$ cat config.mk
export PLATFORM = sky130hd
export DESIGN_NAME = rfid_frame_parser_tag_dedup_unit_flat
export DESIGN_NICKNAME = d
export VERILOG_FILES = /design/src/hdl/rfp_pkg.sv /design/src/hdl/rfp_if.sv /design/src/hdl/rfp_frame_rx.sv /design/src/hdl/rfid_frame_parser_tag_dedup_unit.sv /design/src/flat_wrapper.sv
export SDC_FILE = /design/constraint.sdc
export NUM_CORES = 2
export LEC_CHECK = 0
export ABC_CLOCK_PERIOD_IN_PS = 14000
export BUFFER_PORTS_ARGS = -buffer_cell sky130_fd_sc_hd__buf_4
export CAP_MARGIN = 20
export CORE_MARGIN = 2
export CORE_UTILIZATION = 62
export CTS_CLUSTER_SIZE = 16
export DETAILED_ROUTE_END_ITERATION = 16
export HOLD_SLACK_MARGIN = 0.05
export PLACE_DENSITY_LB_ADDON = 0.3
export REMOVE_ABC_BUFFERS = 1
export SETUP_SLACK_MARGIN = 0.1
export SLEW_MARGIN = 10
export SYNTH_ARGS = -nofsm -noshare
export SYNTH_HDL_FRONTEND = slang
export SYNTH_HIERARCHICAL = 1
export SYNTH_SLANG_ARGS = --single-unit
export TNS_END_PERCENT = 100
$ cat constraint.sdc
create_clock -name clk -period 14 [get_ports clk]
set_clock_uncertainty 0.2 [all_clocks]
set_input_delay 1.4 -clock clk [delete_from_list [all_inputs] [get_ports clk]]
set_output_delay 1.4 -clock clk [all_outputs]
set_load 0.01 [all_outputs]
$ cat src/hdl/rfp_pkg.sv
`default_nettype none
package rfp_pkg;

  localparam logic [7:0] HDR_BYTE    = 8'hAA;
  localparam logic [7:0] END_BYTE    = 8'h8E;
  localparam logic [7:0] NOTICE_TYPE = 8'h02;
  localparam logic [7:0] NOTICE_CMD  = 8'h22;
  localparam logic [7:0] LEN_SLACK   = 8'd5;
  localparam int         EPC_BYTES   = 12;
  localparam int         COUNT_W     = 7;

  localparam logic [1:0] RK_FRAME = 2'd0;
  localparam logic [1:0] RK_ENTRY = 2'd1;
  localparam logic [1:0] RK_EMPTY = 2'd2;

  localparam logic [2:0] ST_NONE   = 3'd0;
  localparam logic [2:0] ST_ADDED  = 3'd1;
  localparam logic [2:0] ST_DUP    = 3'd2;
  localparam logic [2:0] ST_FULL   = 3'd3;
  localparam logic [2:0] ST_BADLEN = 3'd4;

  typedef struct packed {
    logic        good;
    logic [7:0]  ftype;
    logic [7:0]  cmd;
    logic [7:0]  plen;
    logic [7:0]  rssi;
    logic [7:0]  pc;
    logic [7:0]  elen;
    logic [95:0] epc;
  } frame_info_t;

  typedef struct packed {
    logic [95:0] epc;
    logic [3:0]  len;
    logic [7:0]  rssi;
    logic [7:0]  pc;
  } tag_entry_t;

  typedef struct packed {
    logic [1:0]  result_kind;
    logic [7:0]  frame_type;
    logic [7:0]  frame_cmd;
    logic [7:0]  payload_len;
    logic [2:0]  tag_status;
    logic [3:0]  tag_index;
    logic [7:0]  rssi;
    logic [7:0]  pc_byte;
    logic [6:0]  epc_len;
    logic [31:0] epc_high;
    logic [63:0] epc_low;
    logic        last;
  } result_t;

endpackage
`default_nettype wire

$ cat src/hdl/rfp_if.sv
`default_nettype none
interface rfp_in_if;
  logic       valid;
  logic       ready;
  logic       kind;
  logic [7:0] rx_byte;
  modport source (output valid, kind, rx_byte, input ready);
  modport sink (input valid, kind, rx_byte, output ready);
endinterface

interface rfp_out_if;
  logic        valid;
  logic        ready;
  logic [1:0]  result_kind;
  logic [7:0]  frame_type;
  logic [7:0]  frame_cmd;
  logic [7:0]  payload_len;
  logic [2:0]  tag_status;
  logic [3:0]  tag_index;
  logic [7:0]  rssi;
  logic [7:0]  pc_byte;
  logic [6:0]  epc_len;
  logic [31:0] epc_high;
  logic [63:0] epc_low;
  logic        last;
  modport source (output valid, result_kind, frame_type, frame_cmd, payload_len, tag_status,
                  tag_index, rssi, pc_byte, epc_len, epc_high, epc_low, last, input ready);
  modport sink (input valid, result_kind, frame_type, frame_cmd, payload_len, tag_status,
                tag_index, rssi, pc_byte, epc_len, epc_high, epc_low, last, output ready);
endinterface
`default_nettype wire

$ cat src/hdl/rfp_frame_rx.sv
`default_nettype none
module rfp_frame_rx
  import rfp_pkg::*;
#(
  parameter int MAX_FRAME_BYTES = 100
) (
  input  wire logic        clk,
  input  wire logic        rst,
  input  wire logic        strobe,
  input  wire logic [7:0]  rx_byte,
  output frame_info_t      info
);

  logic               in_frame;
  logic [COUNT_W-1:0] byte_count;
  logic [COUNT_W-1:0] count_inc;
  logic [7:0]         running_sum;
  logic [7:0]         last_byte;
  logic               good;
  logic [7:0]         b0, b1, b3, b4, b5;
  logic [7:0]         epc_b [EPC_BYTES];
  logic               end_hit;
  logic               sum_ok;
  logic [7:0]         elen;

  assign count_inc = byte_count + 1'b1;
  assign end_hit = (rx_byte == END_BYTE) && (byte_count > COUNT_W'(3))
                   && ({2'b00, byte_count} >= ({1'b0, b3} + {1'b0, LEN_SLACK}));
  assign sum_ok = (8'(running_sum - last_byte) == last_byte);

  always_ff @(posedge clk) begin
    if (rst) begin
      in_frame    <= 1'b0;
      byte_count  <= '0;
      running_sum <= '0;
      good        <= 1'b0;
    end else begin
      good <= 1'b0;
      if (strobe) begin
        if (!in_frame) begin
          if (rx_byte == HDR_BYTE) begin
            in_frame    <= 1'b1;
            byte_count  <= '0;
            running_sum <= '0;
          end
        end else if (end_hit) begin
          good        <= sum_ok;
          in_frame    <= 1'b0;
          byte_count  <= '0;
          running_sum <= '0;
        end else if (count_inc >= COUNT_W'(MAX_FRAME_BYTES)) begin
          in_frame    <= 1'b0;
          byte_count  <= '0;
          running_sum <= '0;
        end else begin
          byte_count  <= count_inc;
          running_sum <= running_sum + rx_byte;
        end
      end
    end
  end

  // captured bytes at fixed frame positions
  always_ff @(posedge clk) begin
    if (strobe && in_frame && !end_hit) begin
      last_byte <= rx_byte;
      if (byte_count == COUNT_W'(0)) b0 <= rx_byte;
      if (byte_count == COUNT_W'(1)) b1 <= rx_byte;
      if (byte_count == COUNT_W'(3)) b3 <= rx_byte;
      if (byte_count == COUNT_W'(4)) b4 <= rx_byte;
      if (byte_count == COUNT_W'(5)) b5 <= rx_byte;
      for (int k = 0; k < EPC_BYTES; k++) begin
        if (byte_count == COUNT_W'(7 + k)) epc_b[k] <= rx_byte;
      end
    end
  end

  assign elen = (b3 > LEN_SLACK) ? 8'(b3 - LEN_SLACK) : 8'd0;

  always_comb begin
    info.good  = good;
    info.ftype = b0;
    info.cmd   = b1;
    info.plen  = b3;
    info.rssi  = b4;
    info.pc    = b5;
    info.elen  = elen;
    for (int k = 0; k < EPC_BYTES; k++) begin
      info.epc[95 - 8*k -: 8] = (8'(k) < elen) ? epc_b[k] : 8'd0;
    end
  end

endmodule
`default_nettype wire

$ cat src/hdl/rfid_frame_parser_tag_dedup_unit.sv
`default_nettype none
// channel   dir  payload
// in_ch     in   kind, rx_byte
// out_ch    out  result_kind .. last, one word per result
//
// a received byte is checked in S_RXCHK; a good frame end emits a result, and a notice
// with a valid epc length compares each stored entry, then adds a new one if none matches
// a dump reads and emits each entry in turn; a dump of an empty table emits one empty word
// search and dump share one registered table read port; only the search uses the compare
// rst is synchronous; it empties the table and the frame parser
// in_ch is ready only while the sequencer is idle; out_ch stalls hold it
module rfid_frame_parser_tag_dedup_unit
  import rfp_pkg::*;
#(
  parameter int TABLE_ENTRIES   = 16,
  parameter int MAX_FRAME_BYTES = 100,
  parameter int MAX_EPC_BYTES   = 12
) (
  input wire logic  clk,
  input wire logic  rst,
  rfp_in_if.sink    in_ch,
  rfp_out_if.source out_ch
);

  localparam int CW   = $clog2(TABLE_ENTRIES + 1);
  localparam int IDXW = (TABLE_ENTRIES > 1) ? $clog2(TABLE_ENTRIES) : 1;

  localparam logic [2:0] S_IDLE   = 3'd0;
  localparam logic [2:0] S_RXCHK  = 3'd1;
  localparam logic [2:0] S_SRD    = 3'd2;
  localparam logic [2:0] S_SCMP   = 3'd3;
  localparam logic [2:0] S_DECIDE = 3'd4;
  localparam logic [2:0] S_EMIT   = 3'd5;
  localparam logic [2:0] S_DRD    = 3'd6;
  localparam logic [2:0] S_DEMIT  = 3'd7;

  logic [2:0]    state;
  logic [CW-1:0] tag_count;
  logic [CW-1:0] i;
  result_t       res;
  result_t       frame_res;
  result_t       out_res;
  logic          out_valid;
  logic          out_free;
  logic          accept;
  frame_info_t   info;
  tag_entry_t    mem [TABLE_ENTRIES];
  tag_entry_t    rd_data;
  logic          same;
  logic          is_notice;
  logic          elen_ok;
  logic [31:0]   i32;
  logic [31:0]   cnt32;
  logic          load;
  result_t       load_res;

  assign accept   = in_ch.valid && in_ch.ready;
  assign out_free = !out_valid || out_ch.ready;
  assign in_ch.ready = (state == S_IDLE);
  assign i32   = 32'(i);
  assign cnt32 = 32'(tag_count);

  rfp_frame_rx #(.MAX_FRAME_BYTES(MAX_FRAME_BYTES)) u_rx (
    .clk     (clk),
    .rst     (rst),
    .strobe  (accept && !in_ch.kind),
    .rx_byte (in_ch.rx_byte),
    .info    (info)
  );

  assign is_notice = (info.ftype == NOTICE_TYPE) && (info.cmd == NOTICE_CMD);
  assign elen_ok   = (info.elen >= 8'd1) && (info.elen <= 8'(MAX_EPC_BYTES));

  // prefix compare of the stored entry against the new epc
  always_comb begin
    same = ({4'd0, rd_data.len} <= info.elen);
    for (int k = 0; k < EPC_BYTES; k++) begin
      if ((4'(k) < rd_data.len) && (rd_data.epc[95 - 8*k -: 8] != info.epc[95 - 8*k -: 8]))
        same = 1'b0;
    end
  end

  // good frame word before the table decision
  always_comb begin
    frame_res = '0;
    frame_res.result_kind = RK_FRAME;
    frame_res.frame_type  = info.ftype;
    frame_res.frame_cmd   = info.cmd;
    frame_res.payload_len = info.plen;
    frame_res.last        = 1'b1;
    if (is_notice) begin
      frame_res.rssi     = info.rssi;
      frame_res.pc_byte  = info.pc;
      frame_res.epc_len  = info.elen[6:0];
      frame_res.epc_high = info.epc[95:64];
      frame_res.epc_low  = info.epc[63:0];
      if (!elen_ok) frame_res.tag_status = ST_BADLEN;
    end
  end

  always_ff @(posedge clk) begin
    rd_data <= mem[i[IDXW-1:0]];
    if (state == S_DECIDE && tag_count < CW'(TABLE_ENTRIES)) begin
      mem[tag_count[IDXW-1:0]] <= '{epc: info.epc, len: info.elen[3:0],
                                    rssi: info.rssi, pc: info.pc};
    end
  end

  always_comb begin
    load     = 1'b0;
    load_res = res;
    if (state == S_EMIT && out_free) begin
      load = 1'b1;
    end else if (state == S_DEMIT && out_free) begin
      load = 1'b1;
      load_res = '0;
      load_res.result_kind = RK_ENTRY;
      load_res.tag_index   = i32[3:0];
      load_res.rssi        = rd_data.rssi;
      load_res.pc_byte     = rd_data.pc;
      load_res.epc_len     = {3'd0, rd_data.len};
      load_res.epc_high    = rd_data.epc[95:64];
      load_res.epc_low     = rd_data.epc[63:0];
      load_res.last        = (i + 1'b1 == tag_count);
    end
  end

  always_ff @(posedge clk) begin
    if (rst) begin
      state     <= S_IDLE;
      tag_count <= '0;
      i         <= '0;
    end else begin
      case (state)
        S_IDLE: begin
          i <= '0;
          if (accept) begin
            if (!in_ch.kind) begin
              state <= S_RXCHK;
            end else if (tag_count == '0) begin
              res <= '{result_kind: RK_EMPTY, last: 1'b1, default: '0};
              state <= S_EMIT;
            end else begin
              state <= S_DRD;
            end
          end
        end
        S_RXCHK: begin
          if (!info.good) begin
            state <= S_IDLE;
          end else begin
            res <= frame_res;
            if (is_notice && elen_ok) begin
              if (tag_count == '0) begin
                state <= S_DECIDE;
              end else begin
                state <= S_SRD;
              end
            end else begin
              state <= S_EMIT;
            end
          end
        end
        S_SRD: state <= S_SCMP;
        S_SCMP: begin
          if (same) begin
            res.tag_status <= ST_DUP;
            res.tag_index  <= i32[3:0];
            state <= S_EMIT;
          end else if (i + 1'b1 == tag_count) begin
            state <= S_DECIDE;
          end else begin
            i <= i + 1'b1;
            state <= S_SRD;
          end
        end
        S_DECIDE: begin
          if (tag_count < CW'(TABLE_ENTRIES)) begin
            res.tag_status <= ST_ADDED;
            res.tag_index  <= cnt32[3:0];
            tag_count <= tag_count + 1'b1;
          end else begin
            res.tag_status <= ST_FULL;
          end
          state <= S_EMIT;
        end
        S_EMIT: begin
          if (out_free) state <= S_IDLE;
        end
        S_DRD: state <= S_DEMIT;
        S_DEMIT: begin
          if (out_free) begin
            if (i + 1'b1 == tag_count) begin
              tag_count <= '0;
              state <= S_IDLE;
            end else begin
              i <= i + 1'b1;
              state <= S_DRD;
            end
          end
        end
        default: state <= S_IDLE;
      endcase
    end
  end

  always_ff @(posedge clk) begin
    if (rst) begin
      out_valid <= 1'b0;
    end else if (load) begin
      out_valid <= 1'b1;
    end else if (out_ch.ready) begin
      out_valid <= 1'b0;
    end
  end

  always_ff @(posedge clk) begin
    if (load) out_res <= load_res;
  end

  assign out_ch.valid       = out_valid;
  assign out_ch.result_kind = out_res.result_kind;
  assign out_ch.frame_type  = out_res.frame_type;
  assign out_ch.frame_cmd   = out_res.frame_cmd;
  assign out_ch.payload_len = out_res.payload_len;
  assign out_ch.tag_status  = out_res.tag_status;
  assign out_ch.tag_index   = out_res.tag_index;
  assign out_ch.rssi        = out_res.rssi;
  assign out_ch.pc_byte     = out_res.pc_byte;
  assign out_ch.epc_len     = out_res.epc_len;
  assign out_ch.epc_high    = out_res.epc_high;
  assign out_ch.epc_low     = out_res.epc_low;
  assign out_ch.last        = out_res.last;

  a_count_bound: assert property (@(posedge clk) disable iff (rst)
    tag_count <= CW'(TABLE_ENTRIES)) else $error("tag count beyond table size");

  a_scan_in_range: assert property (@(posedge clk) disable iff (rst)
    (state == S_SCMP || state == S_DEMIT) |-> (i < tag_count))
    else $error("table scan past last entry");

  a_dump_clears: assert property (@(posedge clk) disable iff (rst)
    (state == S_DEMIT && out_free && i + 1'b1 == tag_count) |=> (tag_count == '0))
    else $error("dump did not empty table");

endmodule
`default_nettype wire
$ cat src/flat_wrapper.sv
// flat-port wrapper written by rule: the top's interface ports become plain ports
module rfid_frame_parser_tag_dedup_unit_flat import rfp_pkg::*;
#(
  parameter int TABLE_ENTRIES   = 16,
  parameter int MAX_FRAME_BYTES = 100,
  parameter int MAX_EPC_BYTES   = 12
)
  (clk, rst, in_ch_valid, in_ch_kind, in_ch_rx_byte, in_ch_ready, out_ch_valid, out_ch_result_kind, out_ch_frame_type, out_ch_frame_cmd, out_ch_payload_len, out_ch_tag_status, out_ch_tag_index, out_ch_rssi, out_ch_pc_byte, out_ch_epc_len, out_ch_epc_high, out_ch_epc_low, out_ch_last, out_ch_ready);
  rfp_in_if in_ch_i ();
  rfp_out_if out_ch_i ();
  input wire logic clk;
  input wire logic rst;
  input wire logic [$bits(in_ch_i.valid)-1:0] in_ch_valid;
  input wire logic [$bits(in_ch_i.kind)-1:0] in_ch_kind;
  input wire logic [$bits(in_ch_i.rx_byte)-1:0] in_ch_rx_byte;
  output wire logic [$bits(in_ch_i.ready)-1:0] in_ch_ready;
  output wire logic [$bits(out_ch_i.valid)-1:0] out_ch_valid;
  output wire logic [$bits(out_ch_i.result_kind)-1:0] out_ch_result_kind;
  output wire logic [$bits(out_ch_i.frame_type)-1:0] out_ch_frame_type;
  output wire logic [$bits(out_ch_i.frame_cmd)-1:0] out_ch_frame_cmd;
  output wire logic [$bits(out_ch_i.payload_len)-1:0] out_ch_payload_len;
  output wire logic [$bits(out_ch_i.tag_status)-1:0] out_ch_tag_status;
  output wire logic [$bits(out_ch_i.tag_index)-1:0] out_ch_tag_index;
  output wire logic [$bits(out_ch_i.rssi)-1:0] out_ch_rssi;
  output wire logic [$bits(out_ch_i.pc_byte)-1:0] out_ch_pc_byte;
  output wire logic [$bits(out_ch_i.epc_len)-1:0] out_ch_epc_len;
  output wire logic [$bits(out_ch_i.epc_high)-1:0] out_ch_epc_high;
  output wire logic [$bits(out_ch_i.epc_low)-1:0] out_ch_epc_low;
  output wire logic [$bits(out_ch_i.last)-1:0] out_ch_last;
  input wire logic [$bits(out_ch_i.ready)-1:0] out_ch_ready;
  assign in_ch_i.valid = in_ch_valid;
  assign in_ch_i.kind = in_ch_kind;
  assign in_ch_i.rx_byte = in_ch_rx_byte;
  assign in_ch_ready = in_ch_i.ready;
  assign out_ch_valid = out_ch_i.valid;
  assign out_ch_result_kind = out_ch_i.result_kind;
  assign out_ch_frame_type = out_ch_i.frame_type;
  assign out_ch_frame_cmd = out_ch_i.frame_cmd;
  assign out_ch_payload_len = out_ch_i.payload_len;
  assign out_ch_tag_status = out_ch_i.tag_status;
  assign out_ch_tag_index = out_ch_i.tag_index;
  assign out_ch_rssi = out_ch_i.rssi;
  assign out_ch_pc_byte = out_ch_i.pc_byte;
  assign out_ch_epc_len = out_ch_i.epc_len;
  assign out_ch_epc_high = out_ch_i.epc_high;
  assign out_ch_epc_low = out_ch_i.epc_low;
  assign out_ch_last = out_ch_i.last;
  assign out_ch_i.ready = out_ch_ready;
  rfid_frame_parser_tag_dedup_unit #(.TABLE_ENTRIES(TABLE_ENTRIES), .MAX_FRAME_BYTES(MAX_FRAME_BYTES), .MAX_EPC_BYTES(MAX_EPC_BYTES)) u_core (.clk(clk), .rst(rst), .in_ch(in_ch_i), .out_ch(out_ch_i));
endmodule
==> impl_metrics.tcl <==
set metrics [dict create \
    drt-total-wl_um 223000 \
    cts_inserted_buffers 229 \
    die-area_sq_mm 0.153 \
    worstPathRequired_ns 14.29 \
    max_slew_margin_pct 20.3 \
    setup.worst_path.start "u_core/u_rx/b3[0]" \
    hold_class "reg2reg" \
    regArea_sq_mm 0.0721 \
    cts_root_buffer "clkbuf_16" \
    vias_per_cell 6.67 \
    finalMaxSlewViolations 0 \
    hold_violations 0 \
    whs_path_depth 1 \
    yosys_warnings 6 \
    layout-drive-gt1-share_pct 29.0 \
    grt_max_degree 152 \
    ant_nets 0 \
    core_sq_mm 0.149 \
    min_period_ns 7.11 \
    final_nets 4566 \
    drc_errors 0 \
    syn_avg_cell_area_sq_um 22.2 \
    end_kind "flip-flop" \
    track_usage_pct 29.6 \
    maxCapViolCount 0 \
    p_leak_nw 32.8 \
    p_per_area_mw_per_mm2 155 \
    h-tree-depth 4 \
    dpl_cell_area_sq_mm 0.0971 \
    cts_hold_buf 0 \
    ys_seq_area_share_pct 77.4 \
    finalSetupTns_ns 0 \
    worstSetupPathType "reg2reg" \
    avgRoutedWirePerCell_um 33.0 \
    clkTransAtPathRegs_ns 0.06 \
    start_kind "flip-flop" \
    whs_ns 0.334 \
    cts_tree "yes" \
    synth_area_sq_mm 0.0931 \
    ctsResizeCount 0 \
    drt_iter0_drc 6082 \
    worstPathMaxFanout 28 \
    die_h_um 392 \
    synthToLayoutAreaGrowth_pct 12.4 \
    cp.arrival_ns 7.40 \
    firstDrtPassIters 5 \
    vias 44900 \
    fin_area_sq_mm 0.105 \
    fin_crit_sh_pct 50.8 \
    multiInputGateArea_sq_mm 0.0203 \
    initial_utilization_pct 62.3 \
    rsz0062_at_grt "false" \
    fmax_mhz 141 \
    synth_cell_type_count 77 \
    row_count 142 \
    grt_overflow 0 \
    portBuffers 167 \
    antenna_found_initial 16 \
    ys.flop_type "edfxtp_1" \
    cts_num_sinks 2450 \
    gp_congestion 0.847 \
    final_util_pct 70.1 \
    pin_count 168 \
    cts_buffer_depth 3 \
    insertion_delay_ns 0.84 \
    reg2reg_from "u_core/u_rx/b3[0]" \
    total_power_w 0.0162 \
    syn_inst 4200 \
    status "complete, no violations" \
    vdd_drop_max_mv 0.126 \
    grt_pass1_wl_um 319000 \
    setup_viol 0 \
    die_w_um 392 \
    fillers 8644 \
    post-cts-setup-buffers 0 \
    async_flop_share_pct 0 \
    yosys_register_bits 2450 \
    worst_pin_slew_ns 1.20 \
    hpwlAfterDp_um 109000 \
    min-delay-start "u_core/res[59]" \
    grt_pass1_vias 45400 \
    worstRegToRegCells 15 \
    synth_edf_count 2303 \
]
-- power by group --
part | total, W | internal [W] | switching [W]
combinational | 0.00142 | 0.000607 | 0.000816
sequential | 0.00866 | 0.00844 | 0.000219
clock | 0.00616 | 0.00352 | 0.00263
-- final cells by class --
type	instances	share of cell area, %
well taps	2016	2.41
clock inverters	119	1.15
diodes	13	0.0311
clock buffers	308	5.99
repair buffers	271	2.06
flip-flops and latches	2450	68.9
inverters	27	0.0968
multi-input cells	1535	19.4
-- worst max-delay path, cell delays in order, from the launching register on --
cell	delay [ns]
edfxtp_1	0.57
inv_1	0.16
ha_1	0.20
and2b_1	0.24
nor3_4	0.76
nor2_2	0.17
a21oi_2	0.62
and2_1	0.61
xnor2_1	0.22
nand4_1	0.22
nor4_2	0.78
a31oi_1	0.36
nor4_1	0.53
nand3_2	0.15
a211oi_2	0.52
a21boi_1	0.41
-- per-stage QoR --
step | worst slack [ns] | cells
CTS | 7.05 | 6718
global placement | 7.27 | 6289
finish | 6.89 | 6739
global route | 6.73 | 6727
detailed placement | 7.00 | 6291
floorplan | -8.08 | 4012
-- flip-flops by register name (all words and copies together), names as in the netlist, 4 cells and up --
name,count
u_core/out_ch.frame_cmd,8
u_core/out_ch.rssi,8
u_core/out_ch.payload_len,8
u_core/u_rx/b1,8
u_core/out_ch.epc_high,32
u_core/out_ch.epc_low,64
u_core/u_rx/b5,8
u_core/u_rx/b3,8
u_core/u_rx/last_byte,7
u_core/u_rx/b4,8
u_core/tag_count,5
u_core/res,151
u_core/u_rx/byte_count,7
u_core/out_ch.frame_type,8
u_core/out_ch.pc_byte,8
u_core/i,5
u_core/rd_data,116
u_core/u_rx/running_sum,8
u_core/out_ch.tag_index,4
u_core/out_ch.epc_len,7
u_core/mem,1856
u_core/u_rx/epc_b,96
u_core/u_rx/b0,8
-- synthesized netlist by cell type, types with 37 or more instances --
cell	n	area, sq um
nor2_1	67	251
dfxtp_1	147	2940
nor2b_1	48	300
ha_1	37	463
xnor2_1	50	438
mux2_2	120	1350
mux4_2	580	13100
buf_2	37	185
nand2_1	42	158
clkbuf_1	115	432
xor2_1	80	701
edfxtp_1	2303	69200
and2_1	234	1460
-- path summary, 6_finish.rpt --
check | end | slack, ns
worst max-delay path | u_core/res[120] | 6.89
worst min-delay path | u_core/out_ch.epc_low[58] | 0.33
worst min register to register | u_core/out_ch.epc_low[58] | 0.33
worst max register to register | u_core/res[120] | 6.89
-- cell usage in the layout (no fill, tap or decap), drive strengths merged, types with 27 or more instances in the layout --
master  count
inv        34
nor2b      48
and2      235
nor2       68
ha         37
nor4       27
buf       271
clkinv     82
xor2       80
edfxtp   2303
dfxtp     147
mux4      580
a21oi      38
mux2      120
xnor2      51
nand2      42
clkbuf    308
-- kinds of logic (layout without fill, tap and decap cells) --
kind of cell / count (synthesis) / in the layout / share of synthesized area (%)
xor gates and xnor gates: 131 / 131 / 1.24
and+or+nand+nor: 540 / 540 / 3.45
other: 0 / 13 / 0
buffers and inverters: 215 / 725 / 0.932
DFF: 2450 / 2450 / 77.4
AOI/OAI and AO/OA: 125 / 125 / 0.940
muxes: 700 / 700 / 15.5
adders and majority gates: 39 / 39 / 0.540
-- metal layers --
layer	GRT usage (%)	routed length, um	up-vias
met5	0	85	-
met4	9.60	6850	14
met3	7.15	26300	444
met2	46.2	107000	2861
met1	42.0	82000	23700
li1	-	-	17900
Power figures use the tool's default switching activity.
